==> config.mk <==
export PLATFORM = sky130hd
export DESIGN_NAME = cvr_ram
export DESIGN_NICKNAME = d
export VERILOG_FILES = /design/src/hw/rtl/cvr_ram.sv
export SDC_FILE = /design/constraint.sdc
export NUM_CORES = 1
export LEC_CHECK = 0
export BUFFER_PORTS_ARGS = -buffer_cell sky130_fd_sc_hd__buf_2
export CELL_PAD_IN_SITES_DETAIL_PLACEMENT = 1
export CELL_PAD_IN_SITES_GLOBAL_PLACEMENT = 1
export CORE_MARGIN = 2
export CORE_UTILIZATION = 60
export CTS_BUF_LIST = sky130_fd_sc_hd__clkbuf_8
export DETAILED_ROUTE_END_ITERATION = 7
export GPL_ROUTABILITY_DRIVEN = 1
export MAX_ROUTING_LAYER = met4
export PLACE_DENSITY_LB_ADDON = 0.1
export REMOVE_ABC_BUFFERS = 1
export SYNTH_ARGS = -nofsm -noshare
export SYNTH_HDL_FRONTEND = slang
export SYNTH_SLANG_ARGS = --single-unit
==> constraint.sdc <==
create_clock -name clk_i -period 6 [get_ports clk_i]
set_clock_uncertainty 0.2 [all_clocks]
set_input_delay 1.2 -clock clk_i [delete_from_list [all_inputs] [get_ports clk_i]]
set_output_delay 1.2 -clock clk_i [all_outputs]
set_load 0.05 [all_outputs]
==> src/hw/rtl/cvr_ram.sv <==
module cvr_ram #(
  parameter int Width = 8,
  parameter int Depth = 16
) (
  input  logic                     clk_i,
  input  logic                     we_i,
  input  logic [$clog2(Depth)-1:0] waddr_i,
  input  logic [Width-1:0]         wdata_i,
  input  logic                     re_i,
  input  logic [$clog2(Depth)-1:0] raddr_i,
  output logic [Width-1:0]         rdata_o
);
  logic [Width-1:0] mem [Depth];
  logic [Width-1:0] rdata_q;

  always_ff @(posedge clk_i) begin
    if (we_i) begin
      mem[waddr_i] <= wdata_i;
    end
  end

  always_ff @(posedge clk_i) begin
    if (re_i) begin
      rdata_q <= mem[raddr_i];
    end
  end

  assign rdata_o = rdata_q;
endmodule

==> flow_summary_export.csv <==
group,metric,value,unit
timing,finalCritPeriodShare,53.7,%
outcome,status,"finished, final reports clean",
timing,setup_ws,2780,ps
synthesis,ys_seq_area_share,78.1,%
worst_setup_path,crit_path_max_incr_delay,780,ps
worst_hold_path,hp-class,"reg -> reg",
worst_setup_path,cp.required,5960,ps
die,row_count,34,
worst_setup_path,path_depth,4,
routing,via_count,2423,
worst_setup_path,arrival,3180,ps
global_routing,grt_pass1_wl,16.8,mm
timing,drv_slew,0,
placed_design,hpwl,6.84,mm
worst_setup_path,end_kind,"register",
routing,drtAntennaViolNets,0,
flow_run,cap_viol_max_count,0,
timing,hold_viol_final,0,
clocking,htree_levels,4,
final_layout,areaGrowthSynthToFinish,11.0,%
synthesis,synthCells,229,
synthesis,yosysWarnings,0,
routing,remaining_drc_errors,0,
timing,setup_viol_count_final,0,
clocking,clk_pin_slew,70,ps
clocking,cts-resized-gates,0,
worst_setup_path,reg2reg_from,"mem[0][0]$_DFFE_PP_",
die,io_pins,27,
clocking,clk-insertion-delay-late,420,ps
final_layout,fin_util,67.5,%
pwr,p_leak,0.00191,uW
placed_design,post_dp_cell_area,0.00544,mm2
placed_design,dp_slack,2360,ps
final_layout,antenna_cells,0,
routing,dr.first_iter.drc_count,240,
final_layout,finalInstanceArea,0.00580,mm2
timing,worstMarginPinSlew,1060,ps
clocking,clk_path_buf_depth,2,
worst_setup_path,reg2reg_slack,4120,ps
synthesis,netlist_area,0.00523,mm2
clocking,hold_buffers,0,
synthesis,synth.largest_area_cell,"edfxtp_1",
worst_setup_path,reg2reg_to,"rdata_o[0]$_DFFE_PP_",
clocking,clock-sinks,136,
die,die_h,97.3,um
clocking,cts_setup_buffers,0,
pwr,ir_worst_vdd,234,uV
timing,fmax,310,MHz
worst_hold_path,min_path_cells,3,
clocking,numCtsBuffers,17,
global_routing,grt_pass1_vias,2619,
die,die_area,0.00948,mm2
routing,first_pass_iters,4,
global_routing,grtUsageTotal,26.2,%
synthesis,synth_top_area_share,78.1,%
global_routing,gr-total-overflow,0,
final_layout,nets,287,
placed_design,gp_congestion,0.729,
timing,timing.final.crit_period,3220,ps
routing,wl_per_cell,28.5,um
synthesis,yosys-top-cells-area,"edfxtp_1 78%, mux4_2 7.8%, mux4_1 7.0%",
global_routing,grt_max_degree,33,
die,start_util,60.8,%
global_routing,antenna_found_initial,0,
worst_setup_path,path_class,"in -> reg",
clocking,clockRootBuffer,"clkbuf_8",
worst_setup_path,cp-start-kind,"primary input",
worst_setup_path,critPathSlowestCell,"buf_2",
timing,finalSetupTns,0,ps
die,die_x,97.3,um
worst_setup_path,crit_start,"raddr_i[0]",
die,coreArea,0.00859,mm2
synthesis,ys_ff_latch,136,
worst_setup_path,cp-endpoint,"rdata_o[0]$_DFFE_PP_",
worst_setup_path,worst-path-buf-inv,1,
worst_setup_path,r2r_cells,3,
routing,routed_via_density,6.26,
synthesis,ys_types,18,
clocking,cts_tree,"done",
placed_design,port_buffers,26,
worst_setup_path,crit_family,"buffers and inverters",
pwr,powerDensity,326,mW/mm2
worst_setup_path,crit_chain,"buf_2 -> mux4_1 -> a22oi_1 -> nand2_1",
timing,rsz0062_at_grt,"no",
synthesis,avgSynthCellArea,22.8,um2
routing,routed_wirelength,11.0,mm
final_layout,drive_gt1_share,28.3,%
worst_setup_path,crit_fanout,32,
timing,max-slew-margin-rel,29.0,%
## through the flow
stage / power (uW) / hold slack (ps) / cells
4_1_cts: 1900 / 564 / 387
2_1_floorplan: 1150 / 505 / 219
3_5_place_dp: 1210 / 542 / 357
6_report: 1890 / 557 / 387
3_3_place_gp: 1200 / 529 / 357
5_1_grt: 1950 / 587 / 387
## placed cells by master, fill, tap and decap left out, types with 2 or more instances in the layout
master and count:
clkbuf_8 17, a22oi_1 16, nor2_1 13, clkinv_2 5, mux4_2 18, edfxtp_1 136
mux4_1 14, nand2b_1 2, buf_4 4, bufinv_16 2, nand2_1 9, buf_2 26
nand3b_1 2, nor3_1 4, clkinvlp_4 3, clkinv_4 3
## Yosys cell counts
master	count
mux4_2	18
edfxtp_1	136
and2_1	1
a22oi_1	16
nand2b_1	2
mux4_1	14
buf_6	3
nor2_1	13
or3b_2	1
nand3_1	1
nor3_1	4
and2b_1	1
nand3b_1	2
clkdlybuf4s25_2	3
buf_2	3
nor2b_1	1
buf_4	1
nand2_1	9
## worst reg2reg max path, delay by kind of cell (launching register included)
kind	cells	cell delay [ps]
compound gates	1	380
flops	1	400
mux	1	540
simple gates	1	100
## logic make-up after synthesis
logic type | after synthesis | synth area share, %
flip-flops | 136 | 78.1
AND/OR/NAND/NOR | 35 | 3.14
multiplexers | 32 | 14.8
AO/OA/AOI/OAI | 16 | 2.30
buffers and inverters | 10 | 1.65
## registers in the layout, summed over array words and instances, names as in the netlist
name     count
rdata_o      8
mem        128
## area by class of cell
class                      instances  area, um2
sequential                       136       4080
fill                             708       2790
multi-input combinational         83       1060
clock buffer                      17        234
timing repair buffer              30        160
tap                              108        135
clock inverter                    13        134
## layer usage
metal | routed length [um] | track usage [%] | vias to the layer above | share of wire (%)
li1 | - | - | 1055 | -
met1 | 4840 | 38.6 | 1261 | 44
met2 | 5530 | 38.9 | 98 | 50
met3 | 559 | 5.25 | 9 | 5.1
met4 | 111 | 7.05 | 0 | 1.0
met5 | 0 | - | - | 0
## power by group
part           internal [uW]  switching [uW]
clock network            362             342
logic                   37.5            73.7
registers               1070            6.65
total                   1470             422
## worst min path at each step
stage	from	endpoint	slack (ps)
6_report	mem[15][4]$_DFFE_PP_	rdata_o[4]$_DFFE_PP_	560
5_1_grt	mem[15][4]$_DFFE_PP_	rdata_o[4]$_DFFE_PP_	590
4_1_cts	mem[15][4]$_DFFE_PP_	rdata_o[4]$_DFFE_PP_	560
3_5_place_dp	mem[15][4]$_DFFE_PP_	rdata_o[4]$_DFFE_PP_	540
3_3_place_gp	mem[13][4]$_DFFE_PP_	rdata_o[4]$_DFFE_PP_	530
2_1_floorplan	mem[7][0]$_DFFE_PP_	rdata_o[0]$_DFFE_PP_	500
No activity file was read; power rests on OpenSTA's default activity.
