File: src/hw/rtl/cvr_pkg.sv
package cvr_pkg;

  localparam int CELL_COUNT = 1024;
  localparam int IDX_W      = $clog2(CELL_COUNT);
  localparam int VOL_W      = 32;
  localparam int FRAC_W     = 17;
  localparam int CFG_IDX_W  = 3;
  localparam int CFG_DATA_W = 32;

  localparam logic [FRAC_W-1:0] ONE_Q16 = 17'd65536;
  localparam logic [VOL_W-1:0]  MAX_VOL = 32'hFFFF_FFFF;

  typedef enum logic [CFG_IDX_W-1:0] {
    REG_TIME_STEP,
    REG_FLUID_RATE,
    REG_NUCLEAR_SOLID_RATE,
    REG_CYTOPLASMIC_SOLID_RATE,
    REG_CALCIFY_RATE,
    REG_GOAL_FLUID_FRACTION,
    REG_GOAL_NUCLEAR_SOLID,
    REG_GOAL_CYTO_TO_NUCLEAR
  } cvr_reg_e;

  typedef enum logic [3:0] {
    ST_IDLE,
    ST_GCS,
    ST_GCS2,
    ST_K,
    ST_PH,
    ST_PL,
    ST_RC,
    ST_NF,
    ST_NFD,
    ST_NFW,
    ST_TAIL,
    ST_FSD,
    ST_FSW,
    ST_WB
  } cvr_state_e;

  typedef struct packed {
    logic              kind;
    logic [IDX_W-1:0]  cell_index;
    logic [VOL_W-1:0]  load_fluid;
    logic [VOL_W-1:0]  load_nuclear_solid;
    logic [VOL_W-1:0]  load_cytoplasmic_solid;
    logic [VOL_W-1:0]  load_nuclear_fluid;
    logic [FRAC_W-1:0] load_calcified;
  } cvr_in_t;

  typedef struct packed {
    logic [IDX_W-1:0]  out_index;
    logic [VOL_W-1:0]  new_fluid;
    logic [VOL_W-1:0]  new_nuclear_solid;
    logic [VOL_W-1:0]  new_cytoplasmic_solid;
    logic [VOL_W-1:0]  nuclear_volume;
    logic [VOL_W-1:0]  cytoplasmic_volume;
    logic [VOL_W-1:0]  total_volume;
    logic [FRAC_W-1:0] fluid_share;
    logic [FRAC_W-1:0] calcified_share;
    logic [VOL_W-1:0]  goal_cytoplasmic_solid;
  } cvr_out_t;

  typedef struct packed {
    logic [VOL_W-1:0]  fluid;
    logic [VOL_W-1:0]  solid_nuc;
    logic [VOL_W-1:0]  solid_cyto;
    logic [VOL_W-1:0]  nuclear;
    logic [VOL_W-1:0]  total;
    logic [FRAC_W-1:0] calcified;
  } cvr_entry_t;

  typedef struct packed {
    logic             start;
    logic [63:0]      dividend;
    logic [VOL_W-1:0] divisor;
  } cvr_div_req_t;

  typedef struct packed {
    logic        done;
    logic [63:0] quotient;
  } cvr_div_rsp_t;

  function automatic logic [FRAC_W-1:0] clamp_one(input logic [FRAC_W-1:0] v);
    return (v > ONE_Q16) ? ONE_Q16 : v;
  endfunction

  function automatic logic [VOL_W-1:0] sat_add(input logic [VOL_W-1:0] a,
                                               input logic [VOL_W-1:0] b);
    logic [VOL_W:0] s;
    s = {1'b0, a} + {1'b0, b};
    return s[VOL_W] ? MAX_VOL : s[VOL_W-1:0];
  endfunction

endpackage

File: src/hw/rtl/cvr_div.sv
module cvr_div import cvr_pkg::*; (
  input  logic         clk_i,
  input  logic         rst_ni,
  input  cvr_div_req_t req_i,
  output cvr_div_rsp_t rsp_o
);
  logic [63:0]      quo_q;
  logic [VOL_W-1:0] rem_q;
  logic [VOL_W-1:0] dvs_q;
  logic [5:0]       cnt_q;
  logic             busy_q;
  logic             done_q;
  logic [VOL_W:0]   rs;
  logic             ge;
  logic [VOL_W:0]   diff;

  assign rs   = {rem_q, quo_q[63]};
  assign ge   = rs >= {1'b0, dvs_q};
  assign diff = rs - {1'b0, dvs_q};

  always_ff @(posedge clk_i or negedge rst_ni) begin
    if (!rst_ni) begin
      busy_q <= 1'b0;
      done_q <= 1'b0;
      cnt_q  <= '0;
    end else if (req_i.start) begin
      busy_q <= 1'b1;
      done_q <= 1'b0;
      cnt_q  <= '0;
    end else if (busy_q) begin
      cnt_q <= cnt_q + 6'd1;
      if (cnt_q == 6'd63) begin
        busy_q <= 1'b0;
        done_q <= 1'b1;
      end
    end else begin
      done_q <= 1'b0;
    end
  end

  always_ff @(posedge clk_i) begin
    if (req_i.start) begin
      quo_q <= req_i.dividend;
      rem_q <= '0;
      dvs_q <= req_i.divisor;
    end else if (busy_q) begin
      quo_q <= {quo_q[62:0], ge};
      rem_q <= ge ? diff[VOL_W-1:0] : rs[VOL_W-1:0];
    end
  end

  assign rsp_o.done     = done_q;
  assign rsp_o.quotient = quo_q;
endmodule

File: config.mk
export PLATFORM = sky130hd
export DESIGN_NAME = cvr_div
export DESIGN_NICKNAME = d
export VERILOG_FILES = /design/src/hw/rtl/cvr_pkg.sv /design/src/hw/rtl/cvr_div.sv
export SDC_FILE = /design/constraint.sdc
export NUM_CORES = 1
export LEC_CHECK = 0
export ABC_CLOCK_PERIOD_IN_PS = 3500
export BUFFER_PORTS_ARGS = -buffer_cell sky130_fd_sc_hd__buf_2
export CORE_MARGIN = 4
export CORE_UTILIZATION = 40
export CTS_CLUSTER_DIAMETER = 80
export DETAILED_ROUTE_END_ITERATION = 10
export PLACE_DENSITY = 0.68
export SLEW_MARGIN = 20
export SYNTH_ARGS = -nofsm -noshare
export SYNTH_HDL_FRONTEND = slang
export SYNTH_SLANG_ARGS = --single-unit
export TNS_END_PERCENT = 1
File: constraint.sdc
create_clock -name clk_i -period 3.5 [get_ports clk_i]
set_input_delay 0.525 -clock clk_i [delete_from_list [all_inputs] [get_ports clk_i]]
set_output_delay 0.525 -clock clk_i [all_outputs]
set_load 0.02 [all_outputs]
==> impl_metrics.yaml, run 1 <==
outcome:
  status: "finished, final reports clean"
logic_synthesis:
  synth_edf_count: 96
  yosys-top-cells-area: "edfxtp_1 (39%), mux2_2 (9.8%), dfxtp_1 (8.7%)"
  synth_warnings: 0
  ys_types: 63
  synth_most_common_cell: "edfxtp_1"
  yosys.area.top_type: "edfxtp_1"
  synthesis.nets: 802
  ys.flop_type: "edfxtp_1"
  avgSynthCellArea_um2: 11.0
  synth_area_mm2: 0.00737
  ys_top_cells_by_count: "edfxtp_1 (96), mux2_2 (64), nand2_1 (60), nor2_1 (53), inv_1 (40)"
  seq_area_frac_synth_pct: 50.6
  yosysTopAreaCellShare_pct: 39.1
  synth_cells: 669
  ys_seq_elements: 136
  synthArstFlopShare_pct: 5.88
drt:
  drt_iter0_markers: 345
  wl_per_cell_um: 16.3
  drt_pass1_iterations: 4
  final_antenna_net_count: 0
  viasPerCell: 5.23
  num_vias: 5582
  wl_mm: 17.4
  drc: 0
cts:
  cts_max_level: 4
  clk_latency_ps: 420
  path_clk_slew_ps: 60
  cts_sinks: 136
  cts_root_buffer: "clkbuf_16"
  numCtsBuffers: 17
  clockBufferDepth: 2
  cts_tree: "yes"
  postCtsResizedCells: 0
power_and_ir_drop:
  power_switching_mw: 1.10
  p_int_mw: 3.07
  power_density_mw_per_mm2: 467
  seqPwrFrac_pct: 45.8
  p_leak_nw: 3.84
  vdd_drop_max_uv: 324
  p_clk_share_pct: 41.5
  power_frac_comb_pct: 12.7
  switching_share_pct: 26.3
sta:
  grt_setup_unrepaired: "false"
  hold_viol: 0
  skew_ps: 8.63
  final-max-slew-violation-count: 0
  setup-violations-final: 0
  max_slew.worst_pin.slew_ps: 821
  fmax_mhz: 325
  timing.hold.ws_ps: 281
  post-route-period-util_pct: 87.8
  fin_crit_ps: 3070
  setup_tns_ps: 0
  relSlewSlack_pct: 45.2
global_routing:
  grt_pass1_wl_mm: 28.8
  grt_max_degree: 86
  grt_usage_pct: 17.6
  overflow: 0
  grt_pass1_vias: 5685
  antenna_found_initial: 0
critical_path:
  worst_setup_path_end_kind: "flop"
  cp-start-kind: "flop"
  crit_arrival_ps: 3410
  cp_max_fo: 14
  path_class: "flop to flop"
  required_ps: 3840
hold_path:
  hold_class: "primary input to flop"
finish:
  area_growth_pct: 21.2
  postLayoutCellArea_mm2: 0.00893
  fin_cells: 1067
  drive_above_1_share_pct: 33.7
  nets: 957
  nFillCells: 1703
die:
  dieWidth_um: 144
  start_util_pct: 40.9
  core_mm2: 0.0180
  chipHeight_um: 144
  die_area_mm2: 0.0206
  fp-row-count: 49
  ioPinCount: 164
placed_design:
  place_area_mm2: 0.00835
  dp_hpwl_mm: 12.8
  gp_congestion: 0.858
  port_buffers: 163
  place_inst: 1033
run:
  maxCapViolCount: 0
cell families (layout without fill, tap and decap cells):
logic type | Yosys count | in the layout | share of synthesized area, %
AND/OR/NAND/NOR | 181 | 181 | 11.4
XOR/XNOR | 26 | 26 | 3.09
flip-flops | 136 | 136 | 50.6
other | 0 | 1 | 0
AO/OA/AOI/OAI | 150 | 150 | 14.3
adder cells (fa/ha/maj) | 34 | 34 | 5.88
buffers and inverters | 76 | 244 | 4.71
multiplexers | 66 | 66 | 10.1
what timing repair did:
item	4_1_cts	5_1_grt
endpoints found under the hold margin	8	0
buffers inserted	0	0
hold buffers	1	0
sequential cells by signal, indices dropped and copies added (netlist names):
register	flops
dvs_q	32
rem_q	32
busy_q	1
cnt_q	6
done_q	1
quo_q	64
final cells by class:
| class | count | area (um2) | area share [%] |
|---|---|---|---|
| Antenna cell | 1 | 2.50 | 0.0280 |
| Clock buffer | 18 | 429 | 4.81 |
| Clock inverter | 14 | 136 | 1.53 |
| Inverter | 40 | 150 | 1.68 |
| Multi-Input combinational cell | 457 | 3300 | 36.9 |
| Sequential cell | 136 | 3720 | 41.7 |
| Tap cell | 229 | 287 | 3.21 |
| Timing Repair Buffer | 172 | 901 | 10.1 |
power by group through the flow:
stage / logic (mW) / registers [mW] / clock network, mW
final: 0.528 / 1.91 / 1.73
after global routing: 0.581 / 1.93 / 1.85
after CTS: 0.535 / 1.91 / 1.77
after detailed placement: 0.533 / 1.95 / 0
after global placement: 0.529 / 1.94 / 0
after floorplan: 0.241 / 2.03 / 0
cell usage in the layout (no fill, tap or decap), types with 10 or more instances in the layout:
cell and count:
a311oi_1 23, nor2_1 53, clkbuf_16 17, a21o_1 18, o21ai_1 12, o21ai_0 11, ha_1 33, a21oi_1 32
xnor2_1 16, buf_2 162, nand2_1 60, edfxtp_1 96, inv_1 40, nand3_1 16, xor2_1 10, nor3_1 10
mux2_2 64, dfxtp_1 32
layer usage:
metal,track usage (%),vias up,wire [um]
met2,27.7,176,8170
li1,-,2782,-
met5,0,-,0
met1,22.3,2619,7500
met4,4.16,0,106
met3,7.85,5,1650
worst paths after layout:
path	from	endpoint	slack [ps]	cells past startpoint
max	dvs_q[1]	rem_q[30]	430	11
min	req_i[27]	dvs_q[27]	280	1
max reg2reg	dvs_q[1]	rem_q[30]	430	11
min reg2reg	rem_q[28]	rem_q[29]	500	2
max in group asynchronous	rst_ni	busy_q	2850	2
min in group asynchronous	rst_ni	cnt_q[0]	470	2
stage by stage:
step / util, % / total power, mW / setup slack [ps]
after floorplan: - / 2.27 / 786
after global placement: 46.3 / 2.47 / 500
after detailed placement: 46.3 / 2.48 / 454
after CTS: 49.5 / 4.22 / 434
after global routing: 49.5 / 4.35 / 149
final: 49.5 / 4.17 / 427
critical path, stage by stage, from the launching register on:
cell       delay (ps)
edfxtp_1          370
inv_1              60
ha_1              280
nor2b_1           120
o21ai_0           100
o21ai_1           320
a21o_1            270
o2111ai_2         170
nand3_1           190
nand2_1           330
or4_1             600
a41oi_1           180
Power figures use the tool's default switching activity.
==> inputs of run 2 (changes only) <==
--- a/config.mk
+++ b/config.mk
@@ -12,4 +12,5 @@
 export CTS_CLUSTER_DIAMETER = 80
 export DETAILED_ROUTE_END_ITERATION = 10
+export GPL_ROUTABILITY_DRIVEN = 0
 export PLACE_DENSITY = 0.68
 export SLEW_MARGIN = 20
==> constraint.sdc (replaced) <==
create_clock -name clk_i -period 3.5 [get_ports clk_i]
set_input_delay 0 -clock clk_i [delete_from_list [all_inputs] [get_ports clk_i]]
set_output_delay 0 -clock clk_i [all_outputs]
set_load 0.02 [all_outputs]
==> impl_metrics.yaml, run 2 (synthesized netlist as in run 1, its figures left out) <==
sta:
  skew_ps: 12.4
  post-route-period-util_pct: 87.4
  final-max-slew-violation-count: 0
  max_slew.worst_pin.slew_ps: 682
  setup-violations-final: 0
  fmax_mhz: 327
  hold_viol: 0
  grt_setup_unrepaired: "false"
  fin_crit_ps: 3060
  relSlewSlack_pct: 54.5
  setup_tns_ps: 0
  timing.hold.ws_ps: 292
cts:
  clk_latency_ps: 420
  cts_sinks: 136
  postCtsResizedCells: 0
  clockBufferDepth: 2
  cts_max_level: 4
  postCtsSetupBuffers: 0
  path_clk_slew_ps: 60
  numCtsBuffers: 17
  cts_root_buffer: "clkbuf_16"
  cts_tree: "yes"
power_and_ir_drop:
  p_leak_nw: 4.26
  power_density_mw_per_mm2: 434
  power_frac_comb_pct: 14.5
  switching_share_pct: 26.7
  vdd_drop_max_uv: 307
  power_switching_mw: 1.15
  p_int_mw: 3.16
  seqPwrFrac_pct: 44.5
  p_clk_share_pct: 41.0
global_routing:
  grt_pass1_vias: 6101
  overflow: 0
  antenna_found_initial: 0
  grt_pass1_wl_mm: 31.0
  grt_usage_pct: 18.7
  grt_max_degree: 81
critical_path:
  crit_arrival_ps: 3390
  cp_max_fo: 14
  worst_setup_path_end_kind: "flop"
  path_class: "flop to flop"
  startpoint: "dvs_q[1]"
  timing.rr.end: "rem_q[30]"
  cpPeakStageDelay_ps: 590
  slowest_stage: "or4_1"
  crit_chain: "inv_1 > ha_1 > nor2b_1 > o21ai_0 > o21ai_1 > a21o_1 > o2111ai_2 > nand3_1 > nand2_1 > or4_1 > a41oi_1"
  regToRegSetupSlack_ps: 440
  endpoint: "rem_q[30]"
  cp-start-kind: "flop"
  r2r_cells: 11
  rr_startpoint: "dvs_q[1]"
  required_ps: 3830
drt:
  drc: 0
  final_antenna_net_count: 0
  num_vias: 6075
  wl_per_cell_um: 16.3
  drt_iter0_markers: 389
  wl_mm: 19.0
  drt_pass1_iterations: 5
  viasPerCell: 5.22
finish:
  postLayoutCellArea_mm2: 0.00993
  nets: 1055
  largest_reg_flops: 64
  drive_above_1_share_pct: 30.2
  num_antenna_cells: 0
  area_growth_pct: 34.9
  largest_register: "quo_q"
  nFillCells: 1545
  final_cell_mix: "buf_2 (162), dlygate4sd3_1 (99), edfxtp_1 (96), mux2_2 (64), nand2_1 (60)"
  reg.largest.list: "quo_q: 64 flops, dvs_q: 32 flops, rem_q: 32 flops"
  final_common_cell: "buf_2"
die:
  dieWidth_um: 144
  start_util_pct: 40.9
  ioPinCount: 164
  fp-row-count: 49
  core_mm2: 0.0180
  die_area_mm2: 0.0206
  chipHeight_um: 144
placed_design:
  dp_hpwl_mm: 12.9
  port_buffers: 163
  place_area_mm2: 0.00836
hold_path:
  hold_class: "primary input to flop"
run:
  maxCapViolCount: 0
outcome:
  status: "finished, final reports clean"
run 2: cell type report:
class / count / area [um2] / share of cell area, %
flip-flops and latches: 136 / 3720 / 37.5
multi-input cells: 457 / 3300 / 33.2
repair buffers: 270 / 1890 / 19.1
clock buffers: 17 / 425 / 4.28
well taps: 229 / 287 / 2.88
clock inverters: 15 / 158 / 1.59
inverters: 40 / 150 / 1.51
run 2: how the worst min path moves through the flow:
stage	from	to	slack [ps]	cells after the start
detailed placement	rst_ni	done_q	-150	1
floorplan	rst_ni	busy_q	-300	0
global route	req_i[14]	dvs_q[14]	290	2
finish	req_i[10]	dvs_q[10]	290	2
global placement	rst_ni	cnt_q[5]	-150	1
CTS	req_i[10]	dvs_q[10]	270	2
run 2: power by group through the flow:
stage	Sequential, mW	Combinational [mW]	Clock, mW
final	1.92	0.624	1.77
after detailed placement	1.95	0.531	0
after global placement	1.95	0.527	0
after global routing	1.93	0.678	1.87
after CTS	1.92	0.620	1.80
after floorplan	2.03	0.241	0
run 2: what timing repair did:
| item | 4_1_cts | 5_1_grt |
|---|---|---|
| hold endpoints to repair | 125 | 0 |
| hold buffers | 99 | 0 |
| endpoints found under the setup margin | 0 | 0 |
run 2: through the flow:
stage | util [%] | setup slack [ps] | power [mW] | std cells
final | 55.1 | 440 | 4.31 | 1164
after CTS | 55.1 | 429 | 4.34 | 1164
after global routing | 55.1 | 102 | 4.48 | 1164
after floorplan | - | 786 | 2.27 | 669
after global placement | 46.4 | 534 | 2.47 | 1033
after detailed placement | 46.4 | 457 | 2.48 | 1033
run 2: critical path, delay by kind of cell (launching register included):
kind / cells / cell delay, ps
buf+inv: 1 / 60
simple gates: 4 / 1230
compound gates: 5 / 1040
fa+ha+maj: 1 / 280
flops: 1 / 370
run 2: per-layer routing:
metal / vias to the layer above / GRT usage [%] / share of wire [%]
met5: - / 0 / 0
met4: 0 / 4.36 / 1.1
met3: 13 / 6.29 / 6.9
met2: 189 / 30.1 / 48
met1: 2890 / 24.5 / 44
li1: 2983 / - / -
==> inputs of run 3 (changes only) <==
ABC_AREA = 1   (was unset)
CORE_UTILIZATION = 55   (was 40)
PLACE_DENSITY = 0.86   (was 0.68)
==> impl_metrics.yaml, run 3 <==
cts:
  postCtsSetupBuffers: 0
  path_clk_slew_ps: 60
  cts_max_level: 4
  clk_latency_ps: 430
  hold_buffers: 98
  numCtsBuffers: 17
  clockBufferDepth: 2
  cts_root_buffer: "clkbuf_16"
  cts_tree: "yes"
  cts_sinks: 136
  postCtsResizedCells: 0
logic_synthesis:
  seq_area_frac_synth_pct: 45.4
  yosysTopAreaCellShare_pct: 35.1
  ys_top_cells_by_count: "nand2_1 (484), inv_1 (167), edfxtp_1 (96), nand3_1 (73), nor2_1 (42)"
  ys.flop_type: "edfxtp_1"
  ys_types: 40
  synthArstFlopShare_pct: 5.88
  synthMuxAreaShare_pct: 0
  synth_compound_area_share_pct: 3.81
  synth_area_mm2: 0.00821
  yosys.area.top_type: "edfxtp_1"
  synth_cells: 1104
  yosys.area_share.adder_pct: 5.28
  synth_warnings: 0
  synth_top_family_by_area: "simple AND/OR/NAND/NOR gates"
  synthXorXnorAreaFrac_pct: 1.49
  ys_seq_elements: 136
  synthesis.nets: 1237
  yosys-top-cells-area: "edfxtp_1 (35%), nand2_1 (22%), dfxtp_1 (7.8%)"
  avgSynthCellArea_um2: 7.43
  synth-simple-area-share_pct: 34.1
  synth_edf_count: 96
  synth_most_common_cell: "nand2_1"
sta:
  timing.hold.ws_ps: 18.5
  fmax_mhz: 401
  setup_slack_ps: 1000
  skew_ps: 23.3
  grt_setup_unrepaired: "false"
  post-route-period-util_pct: 71.3
  fin_crit_ps: 2500
  setup_tns_ps: 0
  final-max-slew-violation-count: 0
  max_slew.worst_pin.slew_ps: 1090
  hold_viol: 0
  relSlewSlack_pct: 26.6
  setup-violations-final: 0
finish:
  drive_above_1_share_pct: 17.1
  largest_register: "quo_q"
  nets: 1491
  fin_util_pct: 73.3
  area_growth_pct: 30.3
  reg.largest.list: "quo_q: 64 flops, dvs_q: 32 flops, rem_q: 32 flops"
  final_cell_mix: "nand2_1 (484), inv_1 (166), buf_2 (162), dlygate4sd3_1 (98), edfxtp_1 (96)"
  largest_reg_flops: 64
  postLayoutCellArea_mm2: 0.0107
  final_common_cell: "nand2_1"
  fin_cells: 1556
critical_path:
  path_class: "flop to flop"
  regToRegSetupSlack_ps: 1000
  rr_startpoint: "dvs_q[17]"
  cp_max_fo: 34
  timing.rr.end: "rem_q[7]"
  worst_setup_path_end_kind: "flop"
  required_ps: 3770
  startpoint: "dvs_q[17]"
  r2r_cells: 11
  cp-start-kind: "flop"
  crit_arrival_ps: 2760
power_and_ir_drop:
  finalPower_mw: 6.48
  power_density_mw_per_mm2: 606
  p_leak_nw: 5.65
  p_int_mw: 3.93
  switching_share_pct: 39.4
  seqPwrFrac_pct: 32.9
  vdd_drop_max_uv: 410
  p_clk_share_pct: 27.2
  power_frac_comb_pct: 39.9
  power_switching_mw: 2.55
die:
  dieWidth_um: 130
  start_util_pct: 56.3
  core_mm2: 0.0146
  chipHeight_um: 130
  die_area_mm2: 0.0169
  fp-row-count: 44
  ioPinCount: 164
placed_design:
  dp_hpwl_mm: 14.9
  port_buffers: 163
  place_inst: 1425
  pre_cts_ws_ps: 1040
  place_area_mm2: 0.00914
outcome:
  status: "finished, final reports clean"
drt:
  final_antenna_net_count: 0
  drc: 0
  wl_mm: 23.9
  drt_iter0_markers: 718
  drt_pass1_iterations: 5
  wl_per_cell_um: 15.3
  num_vias: 8150
  viasPerCell: 5.24
hold_path:
  hold_class: "primary input to flop"
  holdPathStages: 1
  hold_start: "req_i[96]"
  min_to: "dvs_q[16]"
run:
  maxCapViolCount: 0
global_routing:
  antenna_found_initial: 1
  grt_pass1_vias: 8125
  grt_usage_pct: 28.9
  grt_max_degree: 70
  overflow: 0
  grt_pass1_wl_mm: 38.7
## run 3: cell count changes in the layout (fill, tap and decap cells not counted), sizes merged, moves of 8 or more
| cell | previous run | this run |
|---|---|---|
| inv | 47 | 182 |
| nand2 | 60 | 496 |
| nand3 | 17 | 76 |
| a21o | 19 | 0 |
| xor2 | 10 | 1 |
| nand2b | 8 | 0 |
| mux2 | 64 | 0 |
| a21oi | 33 | 24 |
| a311oi | 23 | 0 |
| nand3b | 2 | 22 |
## run 3: worst max path at each step
stage	to	slack (ps)
after floorplan	quo_q[0]	430
after global placement	rem_q[17]	1130
after detailed placement	rem_q[17]	1040
after CTS	rem_q[17]	1000
after global routing	rem_q[4]	720
final	rem_q[7]	1000
## run 3: cell families after synthesis
group	after synthesis
simple gates	658
buf+inv	206
flops	136
compound gates	56
fa+ha+maj	34
xor+xnor	14
## run 3: area by class of cell
class,instances,area (um2)
multi-input cells,762,3660
repair buffers,265,1840
inverters,176,661
diodes,1,2.50
well taps,184,230
clock buffers,18,429
flip-flops and latches,136,3720
clock inverters,14,138
fillers,1043,3900
## run 3: worst max-delay path: stages, from the launching register on
cell and delay (ps):
edfxtp_1 320, inv_1 50, ha_1 400, nand2_1 130, nor2_1 210, nand2_1 130
nor3_2 190, nand2_4 300, nand2_8 320, nand2_1 90, nand3_1 70, o21ai_1 100
## run 3: metal layers
layer,wire (um),share of wire [%],global-route usage [%]
met1,9220,39,34.7
met2,11600,49,49.9
met3,2200,9.2,6.43
met4,872,3.7,12.7
met5,0,0,0
## run 3: power by group through the flow
stage          registers [mW]  logic, mW  clock network [mW]
2_1_floorplan            2.21       1.85                   0
3_3_place_gp             2.14       2.39                   0
3_5_place_dp             2.14       2.44                   0
4_1_cts                  2.12       2.55                1.77
5_1_grt                  2.15       2.92                1.84
6_report                 2.13       2.59                1.76
